**config.mk**
```make
export PLATFORM = sky130hd
export DESIGN_NAME = script_token_lexer_top
export DESIGN_NICKNAME = d
export VERILOG_FILES = /design/src/design/stl_pkg.sv /design/src/design/stl_front.sv /design/src/design/stl_queue.sv /design/src/design/stl_back.sv /design/src/design/script_token_lexer_top.sv
export VERILOG_INCLUDE_DIRS = /design/src /design/src/design
export SDC_FILE = /design/constraint.sdc
export NUM_CORES = 1
export LEC_CHECK = 0
export ABC_CLOCK_PERIOD_IN_PS = 7500
export BUFFER_PORTS_ARGS = -buffer_cell sky130_fd_sc_hd__clkbuf_2
export CAP_MARGIN = 15
export CORE_MARGIN = 4
export CORE_UTILIZATION = 35
export DETAILED_ROUTE_END_ITERATION = 16
export PLACE_DENSITY = 0.58
export SYNTH_ARGS = -nofsm -noshare
export SYNTH_HDL_FRONTEND = slang
export SYNTH_HIERARCHICAL = 1
export SYNTH_SLANG_ARGS = --single-unit
export TNS_END_PERCENT = 10
```
**constraint.sdc**
```tcl
create_clock -name i_clk -period 7.5 [get_ports i_clk]
set_clock_uncertainty 0.1 [all_clocks]
set_input_delay 1.5 -clock i_clk [delete_from_list [all_inputs] [get_ports i_clk]]
set_output_delay 1.5 -clock i_clk [all_outputs]
set_load 0.01 [all_outputs]
```
**src/design/script_token_lexer_top_defines.svh**
```systemverilog
// Assertion macros shared by the lexer modules.
`ifndef SCRIPT_TOKEN_LEXER_TOP_DEFINES_SVH
`define SCRIPT_TOKEN_LEXER_TOP_DEFINES_SVH

// Same-cycle implication, checked outside reset.
`define STL_ASSERT_IMPL(lbl, clk, rst_n, ante, cons) \
    lbl: assert property (@(posedge clk) disable iff (!(rst_n)) (ante) |-> (cons)) \
        else $error("lexer assertion failed");

// Next-cycle implication, checked outside reset.
`define STL_ASSERT_NEXT(lbl, clk, rst_n, ante, cons) \
    lbl: assert property (@(posedge clk) disable iff (!(rst_n)) (ante) |=> (cons)) \
        else $error("lexer assertion failed");

`endif

```
**src/design/stl_pkg.sv**
```systemverilog
// Shared types, constants and character classes of the script token lexer.
package stl_pkg;

    typedef enum logic [2:0] {
        MODE_IDLE,
        MODE_NUMBER,
        MODE_WORD,
        MODE_STRING,
        MODE_EQUALS
    } t_mode;

    typedef enum logic [1:0] {
        SLOT_END0,
        SLOT_TEXT,
        SLOT_END1
    } t_slot;

    localparam logic [3:0] KIND_DEF     = 4'd0;
    localparam logic [3:0] KIND_OUTPUT  = 4'd1;
    localparam logic [3:0] KIND_IF      = 4'd2;
    localparam logic [3:0] KIND_ELSE    = 4'd3;
    localparam logic [3:0] KIND_WHILE   = 4'd4;
    localparam logic [3:0] KIND_END     = 4'd5;
    localparam logic [3:0] KIND_TYPE    = 4'd6;
    localparam logic [3:0] KIND_ID      = 4'd7;
    localparam logic [3:0] KIND_NUMBER  = 4'd8;
    localparam logic [3:0] KIND_STRING  = 4'd9;
    localparam logic [3:0] KIND_SEMI    = 4'd10;
    localparam logic [3:0] KIND_COLON   = 4'd11;
    localparam logic [3:0] KIND_OP      = 4'd12;
    localparam logic [3:0] KIND_UNKNOWN = 4'd13;

    localparam logic [0:0] REC_TEXT = 1'b0;
    localparam logic [0:0] REC_END  = 1'b1;

    localparam int PREFIX_DEPTH = 6;
    localparam logic [2:0] LEN_MAX = 3'd7;
    localparam int QDEPTH = 4;
    localparam int QPTR_W = 2;
    localparam int QCNT_W = 3;

    // One queue entry: everything a single input request produces, in order.
    typedef struct packed {
        logic       has_end0;
        logic [3:0] kind0;
        logic       has_text;
        logic [7:0] text;
        logic       has_end1;
        logic [3:0] kind1;
    } t_cmd;

    function automatic logic is_space(input logic [7:0] b);
        return (b == 8'h20) || (b >= 8'd9 && b <= 8'd13);
    endfunction

    function automatic logic is_digit(input logic [7:0] b);
        return (b >= "0") && (b <= "9");
    endfunction

    function automatic logic is_alpha(input logic [7:0] b);
        return ((b >= "a") && (b <= "z")) || ((b >= "A") && (b <= "Z"));
    endfunction

    function automatic logic is_word_char(input logic [7:0] b);
        return is_alpha(b) || is_digit(b) || (b == "_");
    endfunction

    function automatic logic is_op(input logic [7:0] b);
        return (b == "=") || (b == "/") || (b == "*") || (b == "-") ||
               (b == "+") || (b == ">") || (b == "<");
    endfunction

    // The first stored byte sits in the top byte of the packed prefix.
    function automatic logic [3:0] word_kind(input logic [47:0] p, input logic [2:0] len);
        logic [3:0] k;
        k = KIND_ID;
        if (len == 3'd3 && p[47:24] == "def") begin
            k = KIND_DEF;
        end else if (len == 3'd6 && p == "output") begin
            k = KIND_OUTPUT;
        end else if (len == 3'd2 && p[47:32] == "if") begin
            k = KIND_IF;
        end else if (len == 3'd4 && p[47:16] == "else") begin
            k = KIND_ELSE;
        end else if (len == 3'd5 && p[47:8] == "while") begin
            k = KIND_WHILE;
        end else if (len == 3'd3 && p[47:24] == "end") begin
            k = KIND_END;
        end else if (len == 3'd3 && (p[47:24] == "int" || p[47:24] == "str")) begin
            k = KIND_TYPE;
        end else if (len == 3'd5 && p[47:8] == "float") begin
            k = KIND_TYPE;
        end
        return k;
    endfunction

endpackage

```
**src/design/stl_front.sv**
```systemverilog
// Front end: accepts source bytes, tracks the lexing mode and builds queue entries.
module stl_front (
    input  logic          i_clk,
    input  logic          i_rst_n,
    input  logic          i_valid,
    output logic          o_ready,
    input  logic [7:0]    i_text_byte,
    input  logic          i_is_end,
    input  logic          i_q_full,
    output logic          o_push,
    output stl_pkg::t_cmd o_cmd
);
    import stl_pkg::*;

    t_mode      r_mode, n_mode;
    logic [2:0] r_len, n_len;
    logic [7:0] r_prefix [PREFIX_DEPTH];
    logic       pre_wr;
    logic [2:0] pre_idx;
    logic       acc;
    logic [3:0] pend_kind;
    t_cmd       cmd;

    assign o_ready = !i_q_full;
    assign acc     = i_valid && o_ready;

    always_ff @(posedge i_clk) begin
        if (!i_rst_n) begin
            r_mode <= MODE_IDLE;
            r_len  <= 3'd0;
        end else if (acc) begin
            r_mode <= n_mode;
            r_len  <= n_len;
        end
    end

    always_ff @(posedge i_clk) begin
        if (acc && pre_wr) begin
            r_prefix[pre_idx] <= i_text_byte;
        end
    end

    always_comb begin
        pend_kind = KIND_OP;
        unique case (r_mode)
            MODE_NUMBER: pend_kind = KIND_NUMBER;
            MODE_WORD:   pend_kind = word_kind({r_prefix[0], r_prefix[1], r_prefix[2],
                                                r_prefix[3], r_prefix[4], r_prefix[5]},
                                               r_len);
            MODE_STRING: pend_kind = KIND_STRING;
            default:     pend_kind = KIND_OP;
        endcase
    end

    always_comb begin
        cmd      = '0;
        n_mode   = r_mode;
        n_len    = r_len;
        pre_wr   = 1'b0;
        pre_idx  = 3'd0;
        cmd.text = i_text_byte;
        priority if (i_is_end) begin
            cmd.has_end0 = (r_mode != MODE_IDLE);
            cmd.kind0    = pend_kind;
            n_mode       = MODE_IDLE;
        end else if (r_mode == MODE_STRING) begin
            if (i_text_byte == "\"") begin
                cmd.has_end0 = 1'b1;
                cmd.kind0    = KIND_STRING;
                n_mode       = MODE_IDLE;
            end else begin
                cmd.has_text = 1'b1;
            end
        end else if (r_mode == MODE_NUMBER &&
                     (is_digit(i_text_byte) || i_text_byte == ".")) begin
            cmd.has_text = 1'b1;
        end else if (r_mode == MODE_WORD && is_word_char(i_text_byte)) begin
            cmd.has_text = 1'b1;
            pre_wr       = (r_len < 3'(PREFIX_DEPTH));
            pre_idx      = r_len;
            if (r_len < LEN_MAX) begin
                n_len = r_len + 3'd1;
            end
        end else if (r_mode == MODE_EQUALS && i_text_byte == "=") begin
            cmd.has_text = 1'b1;
            cmd.has_end1 = 1'b1;
            cmd.kind1    = KIND_OP;
            n_mode       = MODE_IDLE;
        end else begin
            // Close whatever is pending, then treat the byte as new text.
            cmd.has_end0 = (r_mode != MODE_IDLE);
            cmd.kind0    = pend_kind;
            n_mode       = MODE_IDLE;
            priority if (is_space(i_text_byte)) begin
                cmd.has_text = 1'b0;
            end else if (i_text_byte == ";") begin
                cmd.has_text = 1'b1;
                cmd.has_end1 = 1'b1;
                cmd.kind1    = KIND_SEMI;
            end else if (i_text_byte == ":") begin
                cmd.has_text = 1'b1;
                cmd.has_end1 = 1'b1;
                cmd.kind1    = KIND_COLON;
            end else if (is_digit(i_text_byte)) begin
                cmd.has_text = 1'b1;
                n_mode       = MODE_NUMBER;
            end else if (i_text_byte == "\"") begin
                n_mode = MODE_STRING;
            end else if (is_alpha(i_text_byte) || i_text_byte == "_") begin
                cmd.has_text = 1'b1;
                pre_wr       = 1'b1;
                pre_idx      = 3'd0;
                n_len        = 3'd1;
                n_mode       = MODE_WORD;
            end else if (i_text_byte == "=") begin
                cmd.has_text = 1'b1;
                n_mode       = MODE_EQUALS;
            end else if (is_op(i_text_byte)) begin
                cmd.has_text = 1'b1;
                cmd.has_end1 = 1'b1;
                cmd.kind1    = KIND_OP;
            end else begin
                cmd.has_text = 1'b1;
                cmd.has_end1 = 1'b1;
                cmd.kind1    = KIND_UNKNOWN;
            end
        end
    end

    assign o_cmd  = cmd;
    assign o_push = acc && (cmd.has_end0 || cmd.has_text || cmd.has_end1);

endmodule

```
**src/design/stl_queue.sv**
```systemverilog
// Short queue of lexer commands between the front and back ends.
`include "script_token_lexer_top_defines.svh"
module stl_queue (
    input  logic          i_clk,
    input  logic          i_rst_n,
    input  logic          i_push,
    input  stl_pkg::t_cmd i_cmd,
    output logic          o_full,
    input  logic          i_pop,
    output logic          o_valid,
    output stl_pkg::t_cmd o_cmd
);
    import stl_pkg::*;

    t_cmd              r_mem [QDEPTH];
    logic [QPTR_W-1:0] r_wr, r_rd;
    logic [QCNT_W-1:0] r_count;

    assign o_full  = (r_count == QCNT_W'(QDEPTH));
    assign o_valid = (r_count != '0);
    assign o_cmd   = r_mem[r_rd];

    always_ff @(posedge i_clk) begin
        if (i_push) begin
            r_mem[r_wr] <= i_cmd;
        end
    end

    always_ff @(posedge i_clk) begin
        if (!i_rst_n) begin
            r_wr    <= '0;
            r_rd    <= '0;
            r_count <= '0;
        end else begin
            if (i_push) begin
                r_wr <= r_wr + QPTR_W'(1);
            end
            if (i_pop) begin
                r_rd <= r_rd + QPTR_W'(1);
            end
            if (i_push && !i_pop) begin
                r_count <= r_count + QCNT_W'(1);
            end else if (!i_push && i_pop) begin
                r_count <= r_count - QCNT_W'(1);
            end
        end
    end

    `STL_ASSERT_IMPL(a_q_bound, i_clk, i_rst_n, 1'b1, r_count <= QCNT_W'(QDEPTH))
    `STL_ASSERT_IMPL(a_q_pop_nonempty, i_clk, i_rst_n, i_pop, r_count != '0)
    `STL_ASSERT_IMPL(a_q_push_room, i_clk, i_rst_n, i_push, !o_full)
    `STL_ASSERT_NEXT(a_q_grow, i_clk, i_rst_n, i_push && !i_pop, r_count == $past(r_count) + QCNT_W'(1))

endmodule

```
**src/design/stl_back.sv**
```systemverilog
// Back end: walks the records of the head queue entry and presents them one at a time.
`include "script_token_lexer_top_defines.svh"
module stl_back (
    input  logic          i_clk,
    input  logic          i_rst_n,
    input  logic          i_q_valid,
    input  stl_pkg::t_cmd i_cmd,
    output logic          o_pop,
    output logic          o_valid,
    input  logic          i_ready,
    output logic          o_record_kind,
    output logic [3:0]    o_token_kind,
    output logic [7:0]    o_out_byte,
    output logic          o_last
);
    import stl_pkg::*;

    t_slot r_slot, n_slot;
    t_slot cur;
    logic  later;
    logic  acc;

    // Pick the first record of the entry at or after the saved slot.
    always_comb begin
        priority if (r_slot == SLOT_END0 && i_cmd.has_end0) begin
            cur = SLOT_END0;
        end else if (r_slot != SLOT_END1 && i_cmd.has_text) begin
            cur = SLOT_TEXT;
        end else begin
            cur = SLOT_END1;
        end
    end

    always_comb begin
        later         = 1'b0;
        o_record_kind = REC_END;
        o_token_kind  = KIND_DEF;
        o_out_byte    = 8'd0;
        unique case (cur)
            SLOT_END0: begin
                later        = i_cmd.has_text || i_cmd.has_end1;
                o_token_kind = i_cmd.kind0;
            end
            SLOT_TEXT: begin
                later         = i_cmd.has_end1;
                o_record_kind = REC_TEXT;
                o_out_byte    = i_cmd.text;
            end
            default: begin
                later        = 1'b0;
                o_token_kind = i_cmd.kind1;
            end
        endcase
    end

    assign o_valid = i_q_valid;
    assign o_last  = !later;
    assign acc     = o_valid && i_ready;
    assign o_pop   = acc && !later;

    always_comb begin
        n_slot = r_slot;
        if (acc) begin
            if (!later) begin
                n_slot = SLOT_END0;
            end else begin
                unique case (cur)
                    SLOT_END0: n_slot = SLOT_TEXT;
                    default:   n_slot = SLOT_END1;
                endcase
            end
        end
    end

    always_ff @(posedge i_clk) begin
        if (!i_rst_n) begin
            r_slot <= SLOT_END0;
        end else begin
            r_slot <= n_slot;
        end
    end

    `STL_ASSERT_IMPL(a_b_present, i_clk, i_rst_n, o_valid, (cur == SLOT_END0 && i_cmd.has_end0) || (cur == SLOT_TEXT && i_cmd.has_text) || (cur == SLOT_END1 && i_cmd.has_end1))
    `STL_ASSERT_IMPL(a_b_text_kind, i_clk, i_rst_n, o_valid && o_record_kind == REC_TEXT, o_token_kind == KIND_DEF)
    `STL_ASSERT_IMPL(a_b_end_byte, i_clk, i_rst_n, o_valid && o_record_kind == REC_END, o_out_byte == 8'd0)
    `STL_ASSERT_NEXT(a_b_slot_rewind, i_clk, i_rst_n, o_pop, r_slot == SLOT_END0)

endmodule

```
**src/design/script_token_lexer_top.sv**
```systemverilog
// An accepted source byte enters the queue; its first record shows from the queue head,
// behind any entries already there. Throughput: one byte per cycle while each byte yields
// at most one record and i_ready is high; a byte with several records holds the output
// side, absorbed by a four-entry queue. Input ready drops only when that queue is full.
// Reset (synchronous, active low) returns to idle mode and empties the queue.
// Top level of the streaming script token lexer.
module script_token_lexer_top (
    input  logic       i_clk,
    input  logic       i_rst_n,
    input  logic       i_valid,
    output logic       o_ready,
    input  logic [7:0] i_text_byte,
    input  logic       i_is_end,
    output logic       o_valid,
    input  logic       i_ready,
    output logic       o_record_kind,
    output logic [3:0] o_token_kind,
    output logic [7:0] o_out_byte,
    output logic       o_last
);
    import stl_pkg::*;

    logic q_full, q_push, q_pop, q_valid;
    t_cmd push_cmd, head_cmd;

    stl_front u_front (
        .i_clk       (i_clk),
        .i_rst_n     (i_rst_n),
        .i_valid     (i_valid),
        .o_ready     (o_ready),
        .i_text_byte (i_text_byte),
        .i_is_end    (i_is_end),
        .i_q_full    (q_full),
        .o_push      (q_push),
        .o_cmd       (push_cmd)
    );

    stl_queue u_queue (
        .i_clk   (i_clk),
        .i_rst_n (i_rst_n),
        .i_push  (q_push),
        .i_cmd   (push_cmd),
        .o_full  (q_full),
        .i_pop   (q_pop),
        .o_valid (q_valid),
        .o_cmd   (head_cmd)
    );

    stl_back u_back (
        .i_clk         (i_clk),
        .i_rst_n       (i_rst_n),
        .i_q_valid     (q_valid),
        .i_cmd         (head_cmd),
        .o_pop         (q_pop),
        .o_valid       (o_valid),
        .i_ready       (i_ready),
        .o_record_kind (o_record_kind),
        .o_token_kind  (o_token_kind),
        .o_out_byte    (o_out_byte),
        .o_last        (o_last)
    );

endmodule
```
==> metrics.md, run 1 <==
| Metric | Value |
|---|---|
| CP Data Required Time | `7.74 ns` |
| CTS HTree Levels | `4` |
| CTS tree | `done` |
| Slew Viols, Final | `0` |
| Vias | `3897` |
| Total gr overflow | `0` |
| Total track usage | `13.4%` |
| Post-synth EDFFs | `124` |
| Final WL | `13900 µm` |
| Layout net count | `506` |
| Crit. End Element | `flop` |
| Reg2Reg Depth | `12` |
| Cell area after synthesis | `6560 µm²` |
| Clock buffer depth | `2` |
| Largest net degree at the start of global routing | `24` |
| Multi-input gate area | `2250 µm²` |
| Period utilization | `65.8%` |
| Cts repair resizes | `0` |
| Clock transition at path regs | `0.06 ns` |
| Finished Layout Cells | `724` |
| CTS Hold Bufs | `0` |
| Max IR drop VDD | `0.156 mV` |
| Storage element area | `4060 µm²` |
| Max Cap Viol | `0` |
| Setup bufs post-CTS | `0` |
| Worst Tran Pin Value | `1.12 ns` |
| Placer congestion estimate | `0.900` |
| Initial core utilization | `36.0%` |
| Most frequent cells after synthesis | `edfxtp_1, nor2_1, nand2_1` |
| Power Total | `2140 µW` |
| Clock Latency Late Sink | `0.41 ns` |
| Post-DP Area | `6830 µm²` |
| Antenna diode count | `0` |
| Netlist cell types | `72` |
| Slowest CP cell | `a311oi_1` |
| Synth top area share | `56.7%` |
| Seq cells post-synth | `141` |
| Placed instance count | `690` |
| CP endpoint | `u_queue/r_count[2]` |
| Hold Crit Class | `flop to flop` |
| Cells after Synth | `456` |
| PortBufs | `28` |
| Max Clock Freq | `203 MHz` |
| Clock tree root driver cell | `clkbuf_16` |
| Crit start category | `input port` |
| FILL cells | `1657` |
| Min Tclk post-route | `4.93 ns` |
| Worst Path Max Fanout | `20` |
| CTS Sinks | `141` |
| Number of DRC markers in iteration 0 | `266` |
| Share of cells above drive strength 1 | `17.4%` |
| Worst-path cell chain | `clkbuf_2, nor4_4, a211o_2, o22ai_4, o31ai_4, o21ai_1, a311oi_1, ha_1, inv_1, fa_1, xor2_1, or3_1, a21boi_0` |
| Vert. Die Dim | `145 µm` |
| Synth Net Count | `480` |
| Row count | `49` |
| # IOs | `29` |
| Most area-consuming cells after synthesis | `edfxtp_1, dfxtp_1, mux4_1` |
| RSZ-0062 raised after global routing | `no` |
| Final setup viols | `0` |
| DIE WIDTH | `145 µm` |
| Status | `finished clean` |
| Vias in the first global route | `3962` |
| Crit Reg-Reg Endpoint | `u_queue/r_count[2]` |
| Core area | `18200 µm²` |
| Initial antenna violation count | `0` |
| Yosys warns | `6` |
| CTS Buf Count | `17` |
| Final Hold Viols | `0` |
| Worst hold start | `u_queue/r_count[2]` |
| Leakage power | `0.00247 µW` |
| Critical Path Source | `i_text_byte[3]` |
| Count leader, synth | `edfxtp_1` |
| Mean Syn Cell Area | `14.4 µm²` |
| Slowest stage delay, CP | `0.71 ns` |
| Ys async rst share | `0%` |
| Seq/Total Area, Yosys | `61.9%` |
| Synth Flop Type | `edfxtp_1` |
| Setup Total Neg Slack | `0 ns` |
| Register-to-register setup slack | `3.70 ns` |
| DRC Markers | `0` |
| Arrival time at the worst endpoint | `5.18 ns` |
| Routed Antenna Nets | `0` |
| First-pass GRT wire length | `22100 µm` |
| Critical path class | `input port to flop` |
| Pre-Repair DR Iteration Count | `4` |
| DP Wirelength | `9530 µm` |
| FF-to-FF Start | `u_front/r_mode[2]` |
| Pwr dens | `287 nW/µm²` |
| Die area | `21000 µm²` |
| Wire per inst | `19.2 µm` |
| Design area | `7450 µm²` |
| Drt via density | `5.38` |
| Area grow syn2layout | `13.5%` |
| Top cell type by total area after synthesis | `edfxtp_1` |
| Hold_ws | `0.409 ns` |
| Worst slew margin | `25.3%` |
[layout by cell type, fill, tap and decap left out, types with 4 or more instances in the layout]
cell and n:
edfxtp_1 124, clkbuf_2 28, nor2_1 26, nand2_1 22
clkbuf_16 17, inv_1 17, dfxtp_1 17, and2_1 13
and3_1 12, o21ai_0 10, ha_1 10, mux4_2 10
nor2b_1 9, nor3_1 9, nand3_1 9, a21oi_1 9
mux4_1 9, a22oi_1 8, nand3b_1 8, nor4bb_1 7
nand4_1 6, o21ai_1 6, nand2b_1 5, nand4b_1 5
nor4_1 5, mux2i_1 5, bufinv_16 4, clkbuf_1 4
o2bb2ai_1 4, o21a_1 4
[critical path, delay by kind of cell]
| family | cells | cell delay [ns] |
|---|---|---|
| buffers and inverters | 2 | 0.36 |
| AOI/OAI and AO/OA | 6 | 1.70 |
| and+or+nand+nor | 2 | 0.68 |
| xor gates and xnor gates | 1 | 0.17 |
| adders and majority gates | 2 | 0.75 |
[state kept, by name, indices dropped and copies added, names as in the netlist, named ones only]
register and flops:
u_queue/r_rd 2, u_queue/r_mem 76, u_queue/r_count 3, u_queue/r_wr 2, u_front/r_prefix 48, u_front/r_len 3, u_back/r_slot 2, u_front/r_mode 3
[layout make-up]
cell class	instances	share of cell area (%)
clock buffers	21	5.91
clock inverters	11	2.22
inverters	18	0.907
multi-input cells	272	30.3
flip-flops and latches	141	54.6
well taps	229	3.85
repair buffers	32	2.28
[layer usage]
| metal | up-vias | track usage [%] | wire, µm |
|---|---|---|---|
| met5 | - | 0 | 0 |
| met3 | 17 | 3.31 | 479 |
| met4 | 0 | 5.42 | 271 |
| met1 | 1952 | 17.7 | 6390 |
| met2 | 90 | 21.3 | 6780 |
| li1 | 1838 | - | - |
[power by group]
part | switching, µW | total [µW] | internal (µW)
sequential | 23.1 | 920 | 897
combinational | 202 | 361 | 159
clock | 303 | 859 | 555
[through the flow]
stage	utilization, %	worst slack (ns)
after floorplan	-	2.76
after global placement	37.5	2.36
after detailed placement	37.5	2.17
after CTS	40.8	2.59
after global routing	40.9	2.28
final	40.9	2.57
[cell families (layout without fill, tap and decap cells)]
logic type	Yosys count	after routing	share of synthesized area, %
buffers and inverters	43	82	3.74
xor gates and xnor gates	6	6	0.801
AOI/OAI and AO/OA	65	65	7.49
and+or+nand+nor	166	166	16.0
muxes	24	24	7.80
adders and majority gates	11	11	2.21
DFF	141	141	61.9
[how the worst min path moves through the flow]
stage                         end  cells past startpoint  slack, ns
3_5_place_dp   u_queue/r_count[2]                      2       0.40
2_1_floorplan  u_queue/r_count[2]                      2       0.37
3_3_place_gp   u_queue/r_count[2]                      2       0.38
4_1_cts        u_queue/r_count[2]                      2       0.41
5_1_grt        u_queue/r_count[2]                      2       0.44
6_report       u_queue/r_count[2]                      2       0.41
(Power assumes the default switching activity.)
==> inputs of run 2 (changes only) <==
--- a/config.mk
+++ b/config.mk
@@ -6,7 +6,7 @@
 export SDC_FILE = /design/constraint.sdc
 export NUM_CORES = 1
 export LEC_CHECK = 0
-export ABC_CLOCK_PERIOD_IN_PS = 7500
+export ABC_CLOCK_PERIOD_IN_PS = 5200
 export BUFFER_PORTS_ARGS = -buffer_cell sky130_fd_sc_hd__clkbuf_2
 export CAP_MARGIN = 15
 export CORE_MARGIN = 4
==> constraint.sdc (replaced) <==
create_clock -name i_clk -period 5.2 [get_ports i_clk]
set_clock_uncertainty 0.1 [all_clocks]
set_input_delay 1.04 -clock i_clk [delete_from_list [all_inputs] [get_ports i_clk]]
set_output_delay 1.04 -clock i_clk [all_outputs]
set_load 0.01 [all_outputs]
==> metrics.md, run 2 (synthesized netlist as in run 1, its figures left out) <==
| Metric | Value |
|---|---|
| Clock tree root driver cell | `clkbuf_16` |
| Setup Total Neg Slack | `0 ns` |
| Routed Antenna Nets | `0` |
| CTS HTree Levels | `4` |
| CTS Hold Bufs | `0` |
| RSZ-0062 raised after global routing | `no` |
| Met1 usage | `17.9%` |
| Reg2Reg Depth | `11` |
| Largest net degree at the start of global routing | `24` |
| WHS Path Cells | `2` |
| Status | `finished clean` |
| Final setup viols | `0` |
| First-pass GRT wire length | `22300 µm` |
| Slowest CP cell | `fa_1` |
| Crit. End Element | `flop` |
| Final Hold Viols | `0` |
| Worst Path Max Fanout | `19` |
| Share of cells above drive strength 1 | `19.2%` |
| Met3 Use GR | `3.68%` |
| Total track usage | `13.6%` |
| Clock transition at path regs | `0.06 ns` |
| FILL cells | `1663` |
| DIE WIDTH | `145 µm` |
| Clock buffer depth | `2` |
| Multi-input gate area | `2250 µm²` |
| Hold Crit Class | `flop to flop` |
| Leakage power | `0.00251 µW` |
| CTS Buf Count | `17` |
| DRC Markers | `0` |
| Vias in the first global route | `3950` |
| Pre-Repair DR Iteration Count | `7` |
| DP Wirelength | `9730 µm` |
| Regs by FF count | `u_queue/r_mem x76, u_front/r_prefix x48` |
| Area grow syn2layout | `14.1%` |
| Total gr overflow | `0` |
| Clock Latency Late Sink | `0.41 ns` |
| Max Cap Viol | `0` |
| Hold Path Sink | `u_queue/r_count[2]` |
| Register-to-register setup slack | `1.46 ns` |
| Wire per inst | `19.1 µm` |
| Core area | `18200 µm²` |
| Worst hold start | `u_queue/r_count[2]` |
| Worst-path cell chain | `clkbuf_2, nor4_4, a211o_2, o22ai_4, o31ai_4, o21ai_1, a311oi_1, buf_4, ha_1, inv_1, fa_1, xor2_1, or3_1, a21boi_0` |
| Min Tclk post-route | `4.14 ns` |
| Max Clock Freq | `241 MHz` |
| # IOs | `29` |
| Slew Viols, Final | `0` |
| GRT Max-Usage Layer | `met2` |
| Max IR drop VDD | `0.263 mV` |
| Met2 usage | `22.2%` |
| Pwr dens | `409 nW/µm²` |
| Most common cell after layout, fill and taps aside | `edfxtp_1` |
| CP delay by family, top | `compound AO/OA/AOI/OAI gates` |
| Worst Tran Pin Value | `1.00 ns` |
| Row count | `49` |
| Number of DRC markers in iteration 0 | `228` |
| Largest register FFs | `76` |
| Layout net count | `511` |
| Cts repair resizes | `0` |
| Most frequent cells in the layout | `edfxtp_1, clkbuf_2, nor2_1, nand2_1, clkbuf_16` |
| Setup bufs post-CTS | `0` |
| CTS Sinks | `141` |
| Crit Reg-Reg Endpoint | `u_queue/r_count[2]` |
| Arrival time at the worst endpoint | `4.38 ns` |
| Final WL | `14000 µm` |
| Hold_ws | `0.437 ns` |
| Drt via density | `5.46` |
| Critical path class | `input port to flop` |
| Period utilization | `79.7%` |
| Initial antenna violation count | `0` |
| Slowest stage delay, CP | `0.43 ns` |
| Vert. Die Dim | `145 µm` |
| Largest Register | `u_queue/r_mem` |
| Placer congestion estimate | `0.907` |
| Die area | `21000 µm²` |
| PortBufs | `28` |
| CTS tree | `done` |
| Vias | `3983` |
| CP Data Required Time | `5.43 ns` |
| Initial core utilization | `36.0%` |
| Crit start category | `input port` |
| Antenna diode count | `0` |
| Buf/Inv on CP | `3` |
| Worst slew margin | `33.3%` |
| Storage element area | `4060 µm²` |
run 2: cell count changes in the layout (fill, tap and decap cells not counted):
cell	before	now
buf_4	2	9
clkbuf_1	4	0
bufinv_16	4	1
clkbuf_8	0	3
clkbuf_16	17	19
clkbuf_4	2	0
inv_4	0	2
clkinv_1	1	0
clkinv_4	2	1
inv_6	1	2
inv_8	0	1
run 2: metrics by stage:
stage / setup slack (ns) / cells / cell area (µm²) / total power (µW) / utilization [%]
global placement: 0.847 / 697 / 6880 / 1870 / 37.8
floorplan: 0.919 / 456 / 6560 / 1740 / -
CTS: 1.08 / 729 / 7490 / 3110 / 41.1
global route: 0.816 / 729 / 7490 / 3210 / 41.1
detailed placement: 0.617 / 697 / 6880 / 1890 / 37.8
finish: 1.06 / 729 / 7490 / 3070 / 41.1
run 2: final cells by class:
type	count	share of cell area, %
Clock buffer	22	6.90
Clock inverter	10	1.27
Inverter	18	0.902
Multi-Input combinational cell	272	30.1
Sequential cell	141	54.3
Tap cell	229	3.82
Timing Repair Buffer	37	2.77
run 2: how the worst max path moves through the flow:
stage,startpoint,to,slack [ns],cells after the start
final,i_text_byte[0],u_queue/r_count[2],1.06,14
after detailed placement,i_text_byte[2],u_queue/r_count[2],0.62,14
after floorplan,i_text_byte[0],u_queue/r_count[2],0.92,13
after global placement,i_text_byte[0],u_queue/r_count[2],0.85,14
after CTS,i_text_byte[2],u_queue/r_count[2],1.08,14
after global routing,i_text_byte[2],u_queue/r_count[2],0.82,14
run 2: worst register-to-register path, cell delays in order, from the launching register on:
cell	delay (ns)
dfxtp_1	0.78
mux4_2	0.76
nor2_1	0.20
nor3_1	0.08
a311oi_1	0.51
inv_1	0.14
ha_1	0.24
inv_1	0.09
fa_1	0.19
xor2_1	0.08
or3_1	0.30
a21boi_0	0.19
run 2: power by group:
group          switching (µW)  internal (µW)  total, µW
sequential               49.2           1290       1340
clock                     457            758       1220
combinational             275            233        508
total                     781           2280       3070
run 2: routing by layer:
metal,share of wire [%],vias up,routed length [µm]
met5,0,-,0
met4,1.2,0,163
met3,3.4,13,479
met2,49,83,6820
met1,47,2032,6500
li1,-,1855,-
